**src/hw/rtl/pm_sensor_frame_parser_assert.svh**
```systemverilog
// Assertion macros for the RTL, included by the emitter.
`ifndef PM_SENSOR_FRAME_PARSER_ASSERT_SVH
`define PM_SENSOR_FRAME_PARSER_ASSERT_SVH

`ifndef SYNTHESIS
// Checked property, disabled while reset is asserted.
`define PMSFP_ASSERT(name, clk, rstn, prop) \
    name: assert property (@(posedge clk) disable iff (!rstn) prop) \
        else $error("pmsfp assertion failed");
// Checked property, also live during reset.
`define PMSFP_ASSERT_ALWAYS(name, clk, prop) \
    name: assert property (@(posedge clk) prop) \
        else $error("pmsfp assertion failed");
`else
`define PMSFP_ASSERT(name, clk, rstn, prop)
`define PMSFP_ASSERT_ALWAYS(name, clk, prop)
`endif

`endif

```
**src/hw/rtl/pmsfp_pkg.sv**
```systemverilog
`timescale 1ns / 1ps

package pmsfp_pkg;

    // frame markers and lengths
    localparam logic [7:0]  START_A   = 8'h42;
    localparam logic [7:0]  START_B   = 8'h4D;
    localparam logic [15:0] LEN_SHORT = 16'(2 * 9 + 2);
    localparam logic [15:0] LEN_LONG  = 16'(2 * 13 + 2);

    // byte positions within a frame
    localparam logic [4:0] POS_SYNC_A   = 5'd0;
    localparam logic [4:0] POS_SYNC_B   = 5'd1;
    localparam logic [4:0] POS_LEN_HI   = 5'd2;
    localparam logic [4:0] POS_LEN_LO   = 5'd3;
    localparam logic [4:0] POS_PAYLOAD  = 5'd4;
    localparam logic [4:0] CK_POS_SHORT = 5'(LEN_SHORT + 16'd2);
    localparam logic [4:0] CK_POS_LONG  = 5'(LEN_LONG + 16'd2);

    // result indexes
    localparam logic [3:0] HCHO_INDEX = 4'd12;
    localparam logic [3:0] LAST_INDEX = 4'd14;
    localparam logic [3:0] DERIVED_OFFSET = 4'd3;  // 13 -> word 10, 14 -> word 11

    // x / 1000 and x / 10 for 16-bit x by reciprocal multiply
    localparam logic [16:0] HCHO_MULT  = 17'd67109;
    localparam int          HCHO_SHIFT = 26;
    localparam logic [16:0] TH_MULT    = 17'd52429;
    localparam int          TH_SHIFT   = 19;

    typedef struct packed {
        logic       en;
        logic [4:0] idx;   // payload byte number
        logic [7:0] data;
    } pay_wr_t;

    typedef struct packed {
        logic       en;
        logic [3:0] word;  // payload word number
    } pay_rd_t;

    typedef enum logic [1:0] {
        EM_IDLE,
        EM_READ,
        EM_OUT
    } emit_state_t;

    function automatic logic [3:0] word_of(input logic [3:0] result_idx);
        logic [3:0] w;
        if (result_idx > HCHO_INDEX) begin
            w = result_idx - DERIVED_OFFSET;
        end else begin
            w = result_idx;
        end
        return w;
    endfunction

endpackage

```
**src/hw/rtl/pmsfp_ram.sv**
```systemverilog
`timescale 1ns / 1ps

module pmsfp_ram #(
    parameter int WIDTH = 8,
    parameter int DEPTH = 16
) (
    input  logic                     aclk,
    input  logic                     we,
    input  logic [$clog2(DEPTH)-1:0] waddr,
    input  logic [WIDTH-1:0]         wdata,
    input  logic                     re,
    input  logic [$clog2(DEPTH)-1:0] raddr,
    output logic [WIDTH-1:0]         rdata
);

    logic [WIDTH-1:0] mem [DEPTH];
    logic [WIDTH-1:0] rdata_reg;

    always_ff @(posedge aclk) begin
        if (we) begin
            mem[waddr] <= wdata;
        end
        if (re) begin
            rdata_reg <= mem[raddr];
        end
    end

    assign rdata = rdata_reg;

endmodule

```
**src/hw/rtl/pmsfp_store.sv**
```systemverilog
`timescale 1ns / 1ps

// Payload store: even bytes and odd bytes in separate banks so that one
// read returns a whole big-endian word. Entries never written read as zero.
module pmsfp_store #(
    parameter int PAYLOAD_BYTES = 26
) (
    input  logic              aclk,
    input  logic              aresetn,
    input  pmsfp_pkg::pay_wr_t wr,
    input  pmsfp_pkg::pay_rd_t rd,
    output logic [15:0]       rd_word
);

    localparam int BANK_DEPTH = (PAYLOAD_BYTES + 1) / 2;
    localparam int BANK_AW    = $clog2(BANK_DEPTH);

    logic                  in_range;
    logic                  even_we;
    logic                  odd_we;
    logic [BANK_AW-1:0]    waddr;
    logic [BANK_AW-1:0]    raddr;
    logic [7:0]            even_q;
    logic [7:0]            odd_q;
    logic [BANK_DEPTH-1:0] even_vld_reg;
    logic [BANK_DEPTH-1:0] odd_vld_reg;
    logic                  even_rv_reg;
    logic                  odd_rv_reg;

    assign in_range = 6'(wr.idx) < 6'(PAYLOAD_BYTES);
    assign even_we  = wr.en && in_range && !wr.idx[0];
    assign odd_we   = wr.en && in_range && wr.idx[0];
    assign waddr    = wr.idx[BANK_AW:1];
    assign raddr    = rd.word[BANK_AW-1:0];

    pmsfp_ram #(.WIDTH(8), .DEPTH(BANK_DEPTH)) u_even (
        .aclk  (aclk),
        .we    (even_we),
        .waddr (waddr),
        .wdata (wr.data),
        .re    (rd.en),
        .raddr (raddr),
        .rdata (even_q)
    );

    pmsfp_ram #(.WIDTH(8), .DEPTH(BANK_DEPTH)) u_odd (
        .aclk  (aclk),
        .we    (odd_we),
        .waddr (waddr),
        .wdata (wr.data),
        .re    (rd.en),
        .raddr (raddr),
        .rdata (odd_q)
    );

    // written flags give the all-zero reset contents without a clearing pass
    always_ff @(posedge aclk) begin
        if (!aresetn) begin
            even_vld_reg <= '0;
            odd_vld_reg  <= '0;
            even_rv_reg  <= 1'b0;
            odd_rv_reg   <= 1'b0;
        end else begin
            if (even_we) begin
                even_vld_reg[waddr] <= 1'b1;
            end
            if (odd_we) begin
                odd_vld_reg[waddr] <= 1'b1;
            end
            if (rd.en) begin
                even_rv_reg <= even_vld_reg[raddr];
                odd_rv_reg  <= odd_vld_reg[raddr];
            end
        end
    end

    assign rd_word = {(even_rv_reg ? even_q : 8'h00), (odd_rv_reg ? odd_q : 8'h00)};

endmodule

```
**src/hw/rtl/pmsfp_parser.sv**
```systemverilog
`timescale 1ns / 1ps

// Byte-level frame parser: sync hunt, length check, running sum, payload
// writes and checksum compare.
module pmsfp_parser (
    input  logic               aclk,
    input  logic               aresetn,
    input  logic               accept,
    input  logic [7:0]         rx_byte,
    output pmsfp_pkg::pay_wr_t wr,
    output logic               start
);

    logic [4:0]  pos_reg,    pos_next;
    logic [15:0] sum_reg,    sum_next;
    logic [7:0]  len_hi_reg, len_hi_next;
    logic        long_reg,   long_next;
    logic [7:0]  ck_hi_reg,  ck_hi_next;

    logic [4:0]  ck_pos;
    logic [15:0] len_word;
    logic [15:0] sum_add;

    assign ck_pos   = long_reg ? pmsfp_pkg::CK_POS_LONG : pmsfp_pkg::CK_POS_SHORT;
    assign len_word = {len_hi_reg, rx_byte};
    assign sum_add  = sum_reg + {8'h00, rx_byte};

    always_comb begin
        pos_next    = pos_reg;
        sum_next    = sum_reg;
        len_hi_next = len_hi_reg;
        long_next   = long_reg;
        ck_hi_next  = ck_hi_reg;
        start       = 1'b0;
        wr.en       = 1'b0;
        wr.idx      = pos_reg - pmsfp_pkg::POS_PAYLOAD;
        wr.data     = rx_byte;
        if (accept) begin
            case (pos_reg)
                pmsfp_pkg::POS_SYNC_A: begin
                    if (rx_byte == pmsfp_pkg::START_A) begin
                        sum_next = {8'h00, rx_byte};
                        pos_next = pmsfp_pkg::POS_SYNC_B;
                    end
                end
                pmsfp_pkg::POS_SYNC_B: begin
                    // a bad second byte is not retried as a first byte
                    if (rx_byte == pmsfp_pkg::START_B) begin
                        sum_next = sum_add;
                        pos_next = pmsfp_pkg::POS_LEN_HI;
                    end else begin
                        pos_next = pmsfp_pkg::POS_SYNC_A;
                    end
                end
                pmsfp_pkg::POS_LEN_HI: begin
                    sum_next    = sum_add;
                    len_hi_next = rx_byte;
                    pos_next    = pmsfp_pkg::POS_LEN_LO;
                end
                pmsfp_pkg::POS_LEN_LO: begin
                    if (len_word == pmsfp_pkg::LEN_SHORT ||
                        len_word == pmsfp_pkg::LEN_LONG) begin
                        long_next = (len_word == pmsfp_pkg::LEN_LONG);
                        sum_next  = sum_add;
                        pos_next  = pmsfp_pkg::POS_PAYLOAD;
                    end else begin
                        pos_next = pmsfp_pkg::POS_SYNC_A;
                    end
                end
                default: begin
                    if (pos_reg == ck_pos) begin
                        ck_hi_next = rx_byte;
                        pos_next   = pos_reg + 5'd1;
                    end else if (pos_reg == ck_pos + 5'd1) begin
                        start    = ({ck_hi_reg, rx_byte} == sum_reg);
                        pos_next = pmsfp_pkg::POS_SYNC_A;
                    end else begin
                        sum_next = sum_add;
                        wr.en    = 1'b1;
                        pos_next = pos_reg + 5'd1;
                    end
                end
            endcase
        end
    end

    always_ff @(posedge aclk) begin
        if (!aresetn) begin
            pos_reg    <= pmsfp_pkg::POS_SYNC_A;
            sum_reg    <= '0;
            len_hi_reg <= '0;
            long_reg   <= 1'b0;
            ck_hi_reg  <= '0;
        end else begin
            pos_reg    <= pos_next;
            sum_reg    <= sum_next;
            len_hi_reg <= len_hi_next;
            long_reg   <= long_next;
            ck_hi_reg  <= ck_hi_next;
        end
    end

endmodule

```
**src/hw/rtl/pmsfp_emitter.sv**
```systemverilog
`timescale 1ns / 1ps

`include "pm_sensor_frame_parser_assert.svh"

// Walks the 15 results: reads one word per cycle from the store while the output
// is not stalled, scales the derived ones by reciprocal multiply and holds each in the output register.
module pmsfp_emitter (
    input  logic               aclk,
    input  logic               aresetn,
    input  logic               start,
    input  logic [15:0]        rd_word,
    output pmsfp_pkg::pay_rd_t rd,
    output logic               busy,
    output logic               m_tvalid,
    input  logic               m_tready,
    output logic [3:0]         out_index,
    output logic [15:0]        out_value,
    output logic               out_last
);

    pmsfp_pkg::emit_state_t state_reg, state_next;
    logic [3:0]  idx_reg, idx_next;
    logic        m_vld_reg, m_vld_next;
    logic [3:0]  m_idx_reg;
    logic [15:0] m_val_reg;
    logic        m_last_reg;

    logic        load;
    logic [16:0] mult_k;
    logic [32:0] prod;
    logic [15:0] quo;
    logic [15:0] value;

    always_comb begin
        state_next = state_reg;
        idx_next   = idx_reg;
        load       = 1'b0;
        rd.en      = 1'b0;
        rd.word    = pmsfp_pkg::word_of(idx_reg);
        unique case (state_reg)
            pmsfp_pkg::EM_IDLE: begin
                if (start) begin
                    idx_next   = '0;
                    state_next = pmsfp_pkg::EM_READ;
                end
            end
            pmsfp_pkg::EM_READ: begin
                rd.en      = 1'b1;
                state_next = pmsfp_pkg::EM_OUT;
            end
            pmsfp_pkg::EM_OUT: begin
                load = !m_vld_reg || m_tready;
                if (load) begin
                    if (idx_reg == pmsfp_pkg::LAST_INDEX) begin
                        state_next = pmsfp_pkg::EM_IDLE;
                    end else begin
                        // fetch the next word as this one moves out
                        idx_next = idx_reg + 4'd1;
                        rd.en    = 1'b1;
                        rd.word  = pmsfp_pkg::word_of(idx_reg + 4'd1);
                    end
                end
            end
            default: begin
                state_next = pmsfp_pkg::EM_IDLE;
            end
        endcase
    end

    assign mult_k = (idx_reg == pmsfp_pkg::HCHO_INDEX) ? pmsfp_pkg::HCHO_MULT
                                                       : pmsfp_pkg::TH_MULT;
    assign prod   = 33'(rd_word) * 33'(mult_k);
    assign quo    = (idx_reg == pmsfp_pkg::HCHO_INDEX) ? 16'(prod >> pmsfp_pkg::HCHO_SHIFT)
                                                       : 16'(prod >> pmsfp_pkg::TH_SHIFT);
    assign value  = (idx_reg < pmsfp_pkg::HCHO_INDEX) ? rd_word : quo;

    always_comb begin
        m_vld_next = m_vld_reg;
        if (m_tready) begin
            m_vld_next = 1'b0;
        end
        if (load) begin
            m_vld_next = 1'b1;
        end
    end

    always_ff @(posedge aclk) begin
        if (!aresetn) begin
            state_reg <= pmsfp_pkg::EM_IDLE;
            idx_reg   <= '0;
            m_vld_reg <= 1'b0;
        end else begin
            state_reg <= state_next;
            idx_reg   <= idx_next;
            m_vld_reg <= m_vld_next;
        end
    end

    always_ff @(posedge aclk) begin
        if (load) begin
            m_idx_reg  <= idx_reg;
            m_val_reg  <= value;
            m_last_reg <= (idx_reg == pmsfp_pkg::LAST_INDEX);
        end
    end

    assign busy      = (state_reg != pmsfp_pkg::EM_IDLE);
    assign m_tvalid  = m_vld_reg;
    assign out_index = m_idx_reg;
    assign out_value = m_val_reg;
    assign out_last  = m_last_reg;

    `PMSFP_ASSERT(a_start_when_idle, aclk, aresetn, start |-> state_reg == pmsfp_pkg::EM_IDLE)
    `PMSFP_ASSERT(a_read_after_start, aclk, aresetn, state_reg == pmsfp_pkg::EM_READ |-> $past(start))
    `PMSFP_ASSERT(a_idx_bounded, aclk, aresetn, state_reg == pmsfp_pkg::EM_OUT |-> idx_reg <= pmsfp_pkg::LAST_INDEX)
    `PMSFP_ASSERT(a_last_frees_input, aclk, aresetn, load && out_last == 1'b0 && idx_reg == pmsfp_pkg::LAST_INDEX |=> !busy)

endmodule

```
**src/hw/rtl/pm_sensor_frame_parser.sv**
```systemverilog
`timescale 1ns / 1ps

// Channel  Dir  Width  Contents
// s_       in   8      rx_byte[7:0]
// m_       out  24     word_index[3:0], word_value[19:4], zero pad; tlast = last
//
// One received byte is taken per cycle while no frame is being reported.
// A good checksum starts the report of 15 results, one word read per cycle
// from the two-bank payload RAM unless m_tready stalls it, s_tready low meanwhile.
// m_tready low holds the current result and stops the report where it is.
// Reset is synchronous, aresetn low; the payload reads as zero until written.
module pm_sensor_frame_parser #(
    parameter int PAYLOAD_BYTES = 26
) (
    input  logic        aclk,
    input  logic        aresetn,
    input  logic        s_tvalid,
    output logic        s_tready,
    input  logic [7:0]  s_tdata,   // [7:0] rx_byte
    output logic        m_tvalid,
    input  logic        m_tready,
    output logic [23:0] m_tdata,   // [3:0] word_index, [19:4] word_value
    output logic        m_tlast
);

    pmsfp_pkg::pay_wr_t wr;
    pmsfp_pkg::pay_rd_t rd;
    logic        accept;
    logic        start;
    logic        busy;
    logic [15:0] rd_word;
    logic [3:0]  out_index;
    logic [15:0] out_value;

    assign s_tready = !busy;
    assign accept   = s_tvalid && s_tready;

    pmsfp_parser u_parser (
        .aclk    (aclk),
        .aresetn (aresetn),
        .accept  (accept),
        .rx_byte (s_tdata),
        .wr      (wr),
        .start   (start)
    );

    pmsfp_store #(.PAYLOAD_BYTES(PAYLOAD_BYTES)) u_store (
        .aclk    (aclk),
        .aresetn (aresetn),
        .wr      (wr),
        .rd      (rd),
        .rd_word (rd_word)
    );

    pmsfp_emitter u_emitter (
        .aclk      (aclk),
        .aresetn   (aresetn),
        .start     (start),
        .rd_word   (rd_word),
        .rd        (rd),
        .busy      (busy),
        .m_tvalid  (m_tvalid),
        .m_tready  (m_tready),
        .out_index (out_index),
        .out_value (out_value),
        .out_last  (m_tlast)
    );

    assign m_tdata = {4'h0, out_value, out_index};

endmodule
```
**config.mk**
```make
export PLATFORM = sky130hd
export DESIGN_NAME = pm_sensor_frame_parser
export DESIGN_NICKNAME = d
export VERILOG_FILES = /design/src/hw/rtl/pmsfp_pkg.sv /design/src/hw/rtl/pmsfp_ram.sv /design/src/hw/rtl/pmsfp_store.sv /design/src/hw/rtl/pmsfp_parser.sv /design/src/hw/rtl/pmsfp_emitter.sv /design/src/hw/rtl/pm_sensor_frame_parser.sv
export VERILOG_INCLUDE_DIRS = /design/src /design/src/hw/rtl
export SDC_FILE = /design/constraint.sdc
export NUM_CORES = 1
export LEC_CHECK = 0
export ABC_AREA = 0
export BUFFER_PORTS_ARGS = -buffer_cell sky130_fd_sc_hd__clkbuf_2
export CAP_MARGIN = 25
export CORE_AREA = 2 2 237 192
export DETAILED_ROUTE_END_ITERATION = 16
export DIE_AREA = 0 0 239 194
export GPL_TIMING_DRIVEN = 0
export PLACE_DENSITY = 0.63
export SLEW_MARGIN = 20
export SYNTH_ARGS = -nofsm -noshare
export SYNTH_HDL_FRONTEND = slang
export SYNTH_SLANG_ARGS = --single-unit
```
**constraint.sdc**
```tcl
create_clock -name aclk -period 7.6 [get_ports aclk]
set_clock_uncertainty 0.1 [all_clocks]
set_input_delay 1.52 -clock aclk [delete_from_list [all_inputs] [get_ports aclk]]
set_output_delay 1.52 -clock aclk [all_outputs]
set_load 0.05 [all_outputs]
```
==> results of run 1 <==
-- stage by stage --
step / util, % / total power [mW]
2_1_floorplan: - / 2.00
3_3_place_gp: 46.6 / 2.06
3_5_place_dp: 46.8 / 2.06
4_1_cts: 49.3 / 3.59
5_1_grt: 49.5 / 3.67
6_report: 49.5 / 3.57
-- layout make-up --
cell class / count / area (um^2)
buffer: 54 / 294
inverter: 252 / 950
clock buffer: 40 / 850
clock inverter: 18 / 176
fill: 3936 / 22200
tap: 568 / 711
sequential: 318 / 8820
timing repair buffer: 45 / 272
multi-input combinational: 1053 / 9710
-- tightest hold or removal path, cell delays in order (launching register included) --
cell and delay, ns:
dfxtp_1 0.31, nand2_1 0.05, a21oi_1 0.05
-- cells in the final DEF (no fill, tap or decap), drive strengths merged, types with 9 or more instances in the layout --
cell    netlist  final
nor3         22     22
dfxtp        73     73
inv         252    253
xnor2        24     24
mux2i        31     31
a21o         17     17
nand3        28     28
nand4        13     13
nor2        153    153
xor2         15     15
clkinv        0     11
conb          2     24
a21oi        83     83
nand2       112    112
and2          9      9
o21ai        41     41
nor4          9      9
o22ai        20     20
buf          23     34
clkbuf       33    105
ha          157    157
edfxtp      245    245
o21a         11     11
fa          123    123
mux4         48     48
-- layer usage --
layer  routed length [um]  up-vias  part of all wire [%]  global-route usage, %
li1                     -     5945                     -                      -
met1                21200     6433                    45                   29.3
met4                  862        0                   1.8                   4.40
met2                22300      344                    48                   34.2
met5                    0        -                     0                      0
met3                 2530       66                   5.4                   2.26
-- cell families (layout without fill, tap and decap cells) --
| kind of cell | after synthesis | count (layout) | synth area share [%] |
|---|---|---|---|
| AO/OA/AOI/OAI | 231 | 231 | 7.51 |
| XOR/XNOR | 39 | 39 | 1.84 |
| adder cells (fa/ha/maj) | 280 | 280 | 22.6 |
| AND/OR/NAND/NOR | 398 | 398 | 9.34 |
| flip-flops | 318 | 318 | 45.1 |
| buffers and inverters | 308 | 409 | 6.34 |
| other | 2 | 24 | 0.0384 |
| multiplexers | 81 | 81 | 7.23 |
-- power groups by stage --
| stage | Combinational (mW) | Clock (mW) | Sequential (mW) |
|---|---|---|---|
| global placement | 0.150 | 0 | 1.91 |
| finish | 0.153 | 1.55 | 1.87 |
| global route | 0.173 | 1.63 | 1.87 |
| floorplan | 0.0952 | 0 | 1.91 |
| CTS | 0.154 | 1.57 | 1.87 |
| detailed placement | 0.152 | 0 | 1.91 |
-- final timing paths --
| kind | slack, ns | endpoint |
|---|---|---|
| setup / recovery | 0.20 | u_emitter.out_value[2] |
| hold / removal | 0.36 | u_parser.sum_reg[0] |
| setup reg to reg | 0.20 | u_emitter.out_value[2] |
| hold reg to reg | 0.36 | u_parser.sum_reg[0] |
-- timing repair --
action | in CTS | in global routing
setup endpoints to repair | 14 | 14
gates resized for setup | 16 | 12
hold buffers | 0 | 0
setup buffers | 0 | 4
pin swaps | 1 | 3
==> summary.md, run 1 <==
| Metric | Value |
|---|---|
| Status | complete, no violations |
| Arrival @ worst endpoint | 7.60 ns |
| Reg power frac | 52.4% |
| Most common library cells after synthesis | 250 x inv_1, 245 x edfxtp_1, 157 x ha_1, 153 x nor2_1, 123 x fa_1 |
| CTS Root Cell | clkbuf_16 |
| Setup TNS | 0 ns |
| Synth area leader | edfxtp_1 |
| Fraction of registers with async set or reset after synthesis | 0% |
| Die X | 239 um |
| Number of flops mapped to enable cells by yosys | 245 |
| Critical R2R Launch | u_emitter.idx_reg[0] |
| Hold Crit Class | reg2reg |
| Nets | 2047 |
| Maximum fanout along the worst path | 10 |
| Hpwl dp | 35.0 mm |
| Total wire length | 46.8 mm |
| Clock Sinks | 318 |
| Switching power total | 766 uW |
| Fraction of layout cells with a size suffix above 1 | 11.6% |
| Die Area | 0.0464 mm^2 |
| Final Hold Fails | 0 |
| Setup WS post-layout | 0.204 ns |
| Core box area | 0.0440 mm^2 |
| Combinational power share | 4.3% |
| Sequential area share after synthesis | 45.1% |
| Path length in cells of the critical path | 23 |
| Gr ovfl total | 0 |
| Area delta synth->final | 11.4% |
| Gpl congestion | 0.922 |
| Min-Delay Startpoint | u_parser.sum_reg[0] |
| Fmax | 135 MHz |
| Worst Reg2Reg Path Length in Cells | 23 |
| # setup viols final | 0 |
| Vias in the first global route | 12944 |
| Cells after DPL | 2287 |
| Delay of the slowest critical-path stage | 0.54 ns |
| Largest net degree at the start of global routing | 34 |
| LEAKAGE | 9.39 nW |
| # IOs | 39 |
| WHS Path Cells | 2 |
| Crit end category | register |
| Period utilization | 97.3% |
| TritonRoute pass-1 iters | 7 |
| IO Port Bufs | 33 |
| Unrepaired setup endpoints after global routing | no |
| GRT Util Overall | 20.6% |
| Worst Setup SP | u_emitter.idx_reg[0] |
| Vias post-DR | 12788 |
| Worst hold slack | 0.359 ns |
| Routed len/inst | 20.0 um |
| CP delay by family, top | adder cells |
| CP cell instances | inv_1 -> ha_4 -> nand2_4 -> clkbuf_4 -> nand2_1 -> fa_1 -> fa_1 -> inv_1 -> fa_1 -> fa_1 -> fa_1 -> inv_1 -> fa_1 -> inv_1 -> ha_1 -> and4_1 -> and4_1 -> o2111a_1 -> a211oi_4 -> o21bai_1 -> xor2_1 -> a2111oi_4 -> o21ai_0 |
| Yosys reg bits | 318 |
| Largest regs | u_store.u_even.mem (104), u_store.u_odd.mem (104) |
| Initial core utilization | 44.4% |
| CTS tree | done |
| Detail Route Antenna Nets | 0 |
| Pwr dens | 164 mW/mm^2 |
| # H-tree levels | 1 |
| Gate Count Post-Synth | 1657 |
| Share of the synthesized area in the top cell type | 37.6% |
| Vias per inst | 5.45 |
| Worst skew pair latency | 0.57 ns |
| Switching share of power | 21.5% |
| Max clock buf depth | 3 |
| Top-count cell post-synth | inv_1 |
| FP Rows | 69 |
| First-pass GRT wire length | 73.9 mm |
| Rel. slew slack | 34.8% |
| Synthesized area | 0.0196 mm^2 |
| Max-cap check violation count | 0 |
| Crit Path Category | reg2reg |
| Most common cell on crit path | fa_1 |
| Ys flop type | edfxtp_1 |
| Final Instance Count excl. Fillers | 2348 |
| CTS Buf Count | 31 |
| Syn Area/Cell | 11.8 um^2 |
| Crit path time final | 7.40 ns |
| Worst-Margin Slew | 0.974 ns |
| # diodes | 0 |
| Peak VDD IR | 0.180 mV |
| Ranking of synthesized cells by area | edfxtp_1 38%, fa_1 13%, ha_1 10% |
| Int Pwr | 2.80 mW |
| Clock transition at path regs | 0.07 ns |
| Die Span Y | 194 um |
| Remaining DRCs | 0 |
| Initial antenna violation count | 0 |
| WP buf/inv | 5 |
| YS warnings | 0 |
| Worst endpoint required time | 7.80 ns |
| Placed Area | 0.0206 mm^2 |
| 1st-iter DRT viols | 1016 |
| Final instance area | 0.0218 mm^2 |
| Proportion of power drawn by the clock network | 43.3% |
| Max Transition Viols Final | 0 |
| Pre-CTS setup slack | -1.45 ns |
| Yosys cell types | 72 |
| Crit-path slowest cell | fa_1 |
| Startpoint type of the worst setup path | register |
No activity file was read; power rests on OpenSTA's default activity.
==> inputs of run 2 (changes only) <==
--- a/config.mk
+++ b/config.mk
@@ -9,12 +9,13 @@
 export ABC_AREA = 0
 export BUFFER_PORTS_ARGS = -buffer_cell sky130_fd_sc_hd__clkbuf_2
 export CAP_MARGIN = 25
-export CORE_AREA = 2 2 237 192
+export CORE_AREA = 2 2 240 195
 export DETAILED_ROUTE_END_ITERATION = 16
-export DIE_AREA = 0 0 239 194
+export DIE_AREA = 0 0 242 197
 export GPL_TIMING_DRIVEN = 0
 export PLACE_DENSITY = 0.63
 export SLEW_MARGIN = 20
 export SYNTH_ARGS = -nofsm -noshare
 export SYNTH_HDL_FRONTEND = slang
+export SYNTH_HIERARCHICAL = 1
 export SYNTH_SLANG_ARGS = --single-unit
==> run 2 against run 1 <==
- synthesized cell count barely moved
- register-to-register slack improved by 0.09 ns
- die area rose by 2.8%
- combinational power rose by 73%
- clock-buffer cell count rose by 3
- wire length rose by 1.3%
- total power rose by 7.5%
- synthesized area rose by 3.2%
- clock power rose by 9%
- global-route usage fell by 0.35 points
- critical path depth rose by 4
- critical endpoint is now u_emitter/out_value[3]
==> summary.md, run 2 <==
| Metric | Value |
|---|---|
| Synth area leader | edfxtp_1 (unchanged) |
| Most common library cells after synthesis | 248 x inv_1, 245 x edfxtp_1, 160 x ha_1, 123 x fa_1, 105 x nand2_1 (was 250 x inv_1, 245 x edfxtp_1, 157 x ha_1, 153 x nor2_1, 123 x fa_1) |
| Total wire length | 47.5 mm (was 46.8 mm) |
| Share of the synthesized area in the top cell type | 36.4% (was 37.6%) |
| Number of flops mapped to enable cells by yosys | 245 (unchanged) |
| Detail Route Antenna Nets | 0 (unchanged) |
| Die Area | 0.0477 mm^2 (was 0.0464 mm^2) |
| Reg power frac | 49.0% (was 52.4%) |
| Status | complete, no violations (unchanged) |
| Switching power total | 869 uW (was 766 uW) |
| Synthesized area | 0.0202 mm^2 (was 0.0196 mm^2) |
| Arrival @ worst endpoint | 7.48 ns (was 7.60 ns) |
| Switching share of power | 22.6% (was 21.5%) |
| Sequential area share after synthesis | 43.7% (was 45.1%) |
| FP Rows | 70 (was 69) |
| # H-tree levels | 2 (was 1) |
| Max Transition Viols Final | 0 (unchanged) |
| Max-cap check violation count | 0 (unchanged) |
| Pre-CTS setup slack | -0.664 ns (was -1.45 ns) |
| Core box area | 0.0452 mm^2 (was 0.0440 mm^2) |
| Crit Path Category | reg2reg (unchanged) |
| First-pass GRT wire length | 74.8 mm (was 73.9 mm) |
| Initial antenna violation count | 1 (was 0) |
| Int Pwr | 2.97 mW (was 2.80 mW) |
| Ranking of synthesized cells by area | edfxtp_1 36%, fa_1 12%, ha_1 9.9% (was edfxtp_1 38%, fa_1 13%, ha_1 10%) |
| LEAKAGE | 9.29 nW (was 9.39 nW) |
| Most frequent cells in the layout | 247 x inv_1, 245 x edfxtp_1, 160 x ha_1 (was 248 x inv_1, 245 x edfxtp_1, 156 x ha_1) |
| Die Span Y | 197 um (was 194 um) |
| Crit-path slowest cell | fa_1 (unchanged) |
| Final Instance Count excl. Fillers | 2394 (was 2348) |
| Fin util | 49.8% (was 49.5%) |
| GRT Util Overall | 20.2% (was 20.6%) |
| Placed Area | 0.0213 mm^2 (was 0.0206 mm^2) |
| Proportion of power drawn by the clock network | 44.1% (was 43.3%) |
| Unrepaired setup endpoints after global routing | no (unchanged) |
| Crit end category | register (unchanged) |
| # IOs | 39 (unchanged) |
| Ys flop type | edfxtp_1 (unchanged) |
| Rel. slew slack | 25.3% (was 34.8%) |
| CTS Root Cell | clkbuf_16 (unchanged) |
| Crit path time final | 7.30 ns (was 7.40 ns) |
| Cells after DPL | 2326 (was 2287) |
| Die X | 242 um (was 239 um) |
| Cts hold-fix bufs | 0 (unchanged) |
| Vias per inst | 5.44 (was 5.45) |
| IO Port Bufs | 34 (was 33) |
| Maximum fanout along the worst path | 10 (unchanged) |
| Yosys cell types | 97 (was 72) |
| TritonRoute pass-1 iters | 6 (was 7) |
| Peak VDD IR | 0.214 mV (was 0.180 mV) |
| Remaining DRCs | 0 (unchanged) |
| Vias in the first global route | 13113 (was 12944) |
| Clock Sinks | 318 (unchanged) |
| 1st-iter DRT viols | 920 (was 1016) |
| Worst skew pair latency | 0.53 ns (was 0.57 ns) |
| Worst hold slack | 0.340 ns (was 0.359 ns) |
| Worst-Margin Slew | 1.12 ns (was 0.974 ns) |
| Setup TNS | 0 ns (unchanged) |
| Initial core utilization | 44.7% (was 44.4%) |
| Largest net degree at the start of global routing | 27 (was 34) |
| Vias post-DR | 13021 (was 12788) |
| Fmax | 137 MHz (was 135 MHz) |
| Delay of the slowest critical-path stage | 0.56 ns (was 0.54 ns) |
| Top-count cell post-synth | inv_1 (unchanged) |
| Hpwl dp | 35.0 mm (about the same) |
| Final Hold Fails | 0 (unchanged) |
| CTS Buf Count | 36 (was 31) |
| Area delta synth->final | 11.3% (was 11.4%) |
| Fraction of registers with async set or reset after synthesis | 0% (unchanged) |
| Combinational power share | 6.9% (was 4.3%) |
| Nets | 2052 (was 2047) |
| Max clock buf depth | 3 (unchanged) |
| CTS tree | done (unchanged) |
| YS warnings | 6 (was 0) |
| Setup WS post-layout | 0.298 ns (was 0.204 ns) |
| CP delay by family, top | adder cells (unchanged) |
| Yosys reg bits | 318 (unchanged) |
| Gr ovfl total | 0 (unchanged) |
| Hold Crit Class | reg2reg (unchanged) |
| Routed len/inst | 19.8 um (was 20.0 um) |
| # diodes | 0 (unchanged) |
| Syn Area/Cell | 12.2 um^2 (was 11.8 um^2) |
| Startpoint type of the worst setup path | register (unchanged) |
| Gpl congestion | 0.894 (was 0.922) |
| Largest regs | u_store/u_even/mem (104), u_store/u_odd/mem (104) (was u_store.u_even.mem (104), u_store.u_odd.mem (104)) |
| Total power | 3.84 mW (was 3.57 mW) |
| Gate Count Post-Synth | 1658 (was 1657) |
| Clock transition at path regs | 0.06 ns (was 0.07 ns) |
| Most common cell after layout, fill and taps aside | inv_1 (unchanged) |
| Pwr dens | 171 mW/mm^2 (was 164 mW/mm^2) |
| # setup viols final | 0 (unchanged) |
| Period utilization | 96.1% (was 97.3%) |
| WP buf/inv | 9 (was 5) |
| Fraction of layout cells with a size suffix above 1 | 12.5% (was 11.6%) |
| Final instance area | 0.0225 mm^2 (was 0.0218 mm^2) |
| Worst endpoint required time | 7.78 ns (was 7.80 ns) |
## run 2: cell types whose count changed after synthesis, sizes merged, moves of 9 or more
cell	delta
nor2b	+9
and2	+16
buf	+21
a21oi	-14
o21a	+21
nand3	-9
nor2	-89
## run 2: worst register-to-register path: stages (launching register included)
cell and delay (ns):
dfxtp_1 0.33, clkbuf_1 0.28, and2_1 0.24, nand2_2 0.14, clkbuf_4 0.24, clkbuf_4 0.23
nand2_1 0.15, inv_1 0.10, ha_1 0.35, fa_1 0.56, inv_1 0.06, fa_1 0.51
inv_1 0.05, fa_1 0.47, fa_1 0.54, inv_1 0.05, fa_1 0.53, inv_1 0.04
ha_1 0.31, a21oi_2 0.18, o211ai_2 0.15, o22ai_1 0.26, a21oi_4 0.10, a311o_1 0.41
buf_4 0.17, a311oi_2 0.27, o21ai_1 0.12, o211a_1 0.12
## run 2: final cells by class
cell class,count,area [um^2]
fill,4033,22700
multi-input combinational,1040,10100
sequential,318,8820
clock buffer,43,968
inverter,250,938
tap,612,766
buffer,70,460
timing repair buffer,41,220
clock inverter,20,181
## run 2: repair_timing
action,4_1_cts,5_1_grt
resized for setup,6,8
cloned,0,0
pin swaps,1,3
setup buffers,2,4
setup endpoints to repair,14,13
## run 2: power by group through the flow
| stage | Combinational [mW] | Sequential (mW) | Clock, mW |
|---|---|---|---|
| after floorplan | 0.187 | 1.91 | 0 |
| after global placement | 0.254 | 1.92 | 0 |
| after detailed placement | 0.261 | 1.92 | 0 |
| after CTS | 0.262 | 1.88 | 1.73 |
| after global routing | 0.295 | 1.88 | 1.79 |
| final | 0.264 | 1.88 | 1.69 |
## run 2: path summary, 6_finish.rpt
check / from / to / cells after the start / slack [ns]
hold / removal: u_emitter/idx_reg[3] / u_emitter/out_index[3] / 0 / 0.34
hold reg to reg: u_emitter/idx_reg[3] / u_emitter/out_index[3] / 0 / 0.34
setup / recovery: u_emitter/idx_reg[3] / u_emitter/out_value[3] / 27 / 0.30
setup reg to reg: u_emitter/idx_reg[3] / u_emitter/out_value[3] / 27 / 0.30
## run 2: metal layers
metal / global-route usage, % / wire [um] / vias to the layer above
met5: 0 / 13 / -
met4: 6.45 / 1180 / 2
met3: 3.17 / 2870 / 74
met2: 31.3 / 21200 / 376
met1: 29.3 / 22200 / 6500
li1: - / - / 6069
## run 2: cells by family after synthesis
| group | share of synthesized area (%) |
|---|---|
| multiplexers | 7.40 |
| other | 0.0558 |
| flip-flops | 43.7 |
| adder cells (fa/ha/maj) | 22.1 |
| XOR/XNOR | 1.56 |
| AND/OR/NAND/NOR | 9.40 |
| buffers and inverters | 6.90 |
| AO/OA/AOI/OAI | 8.91 |
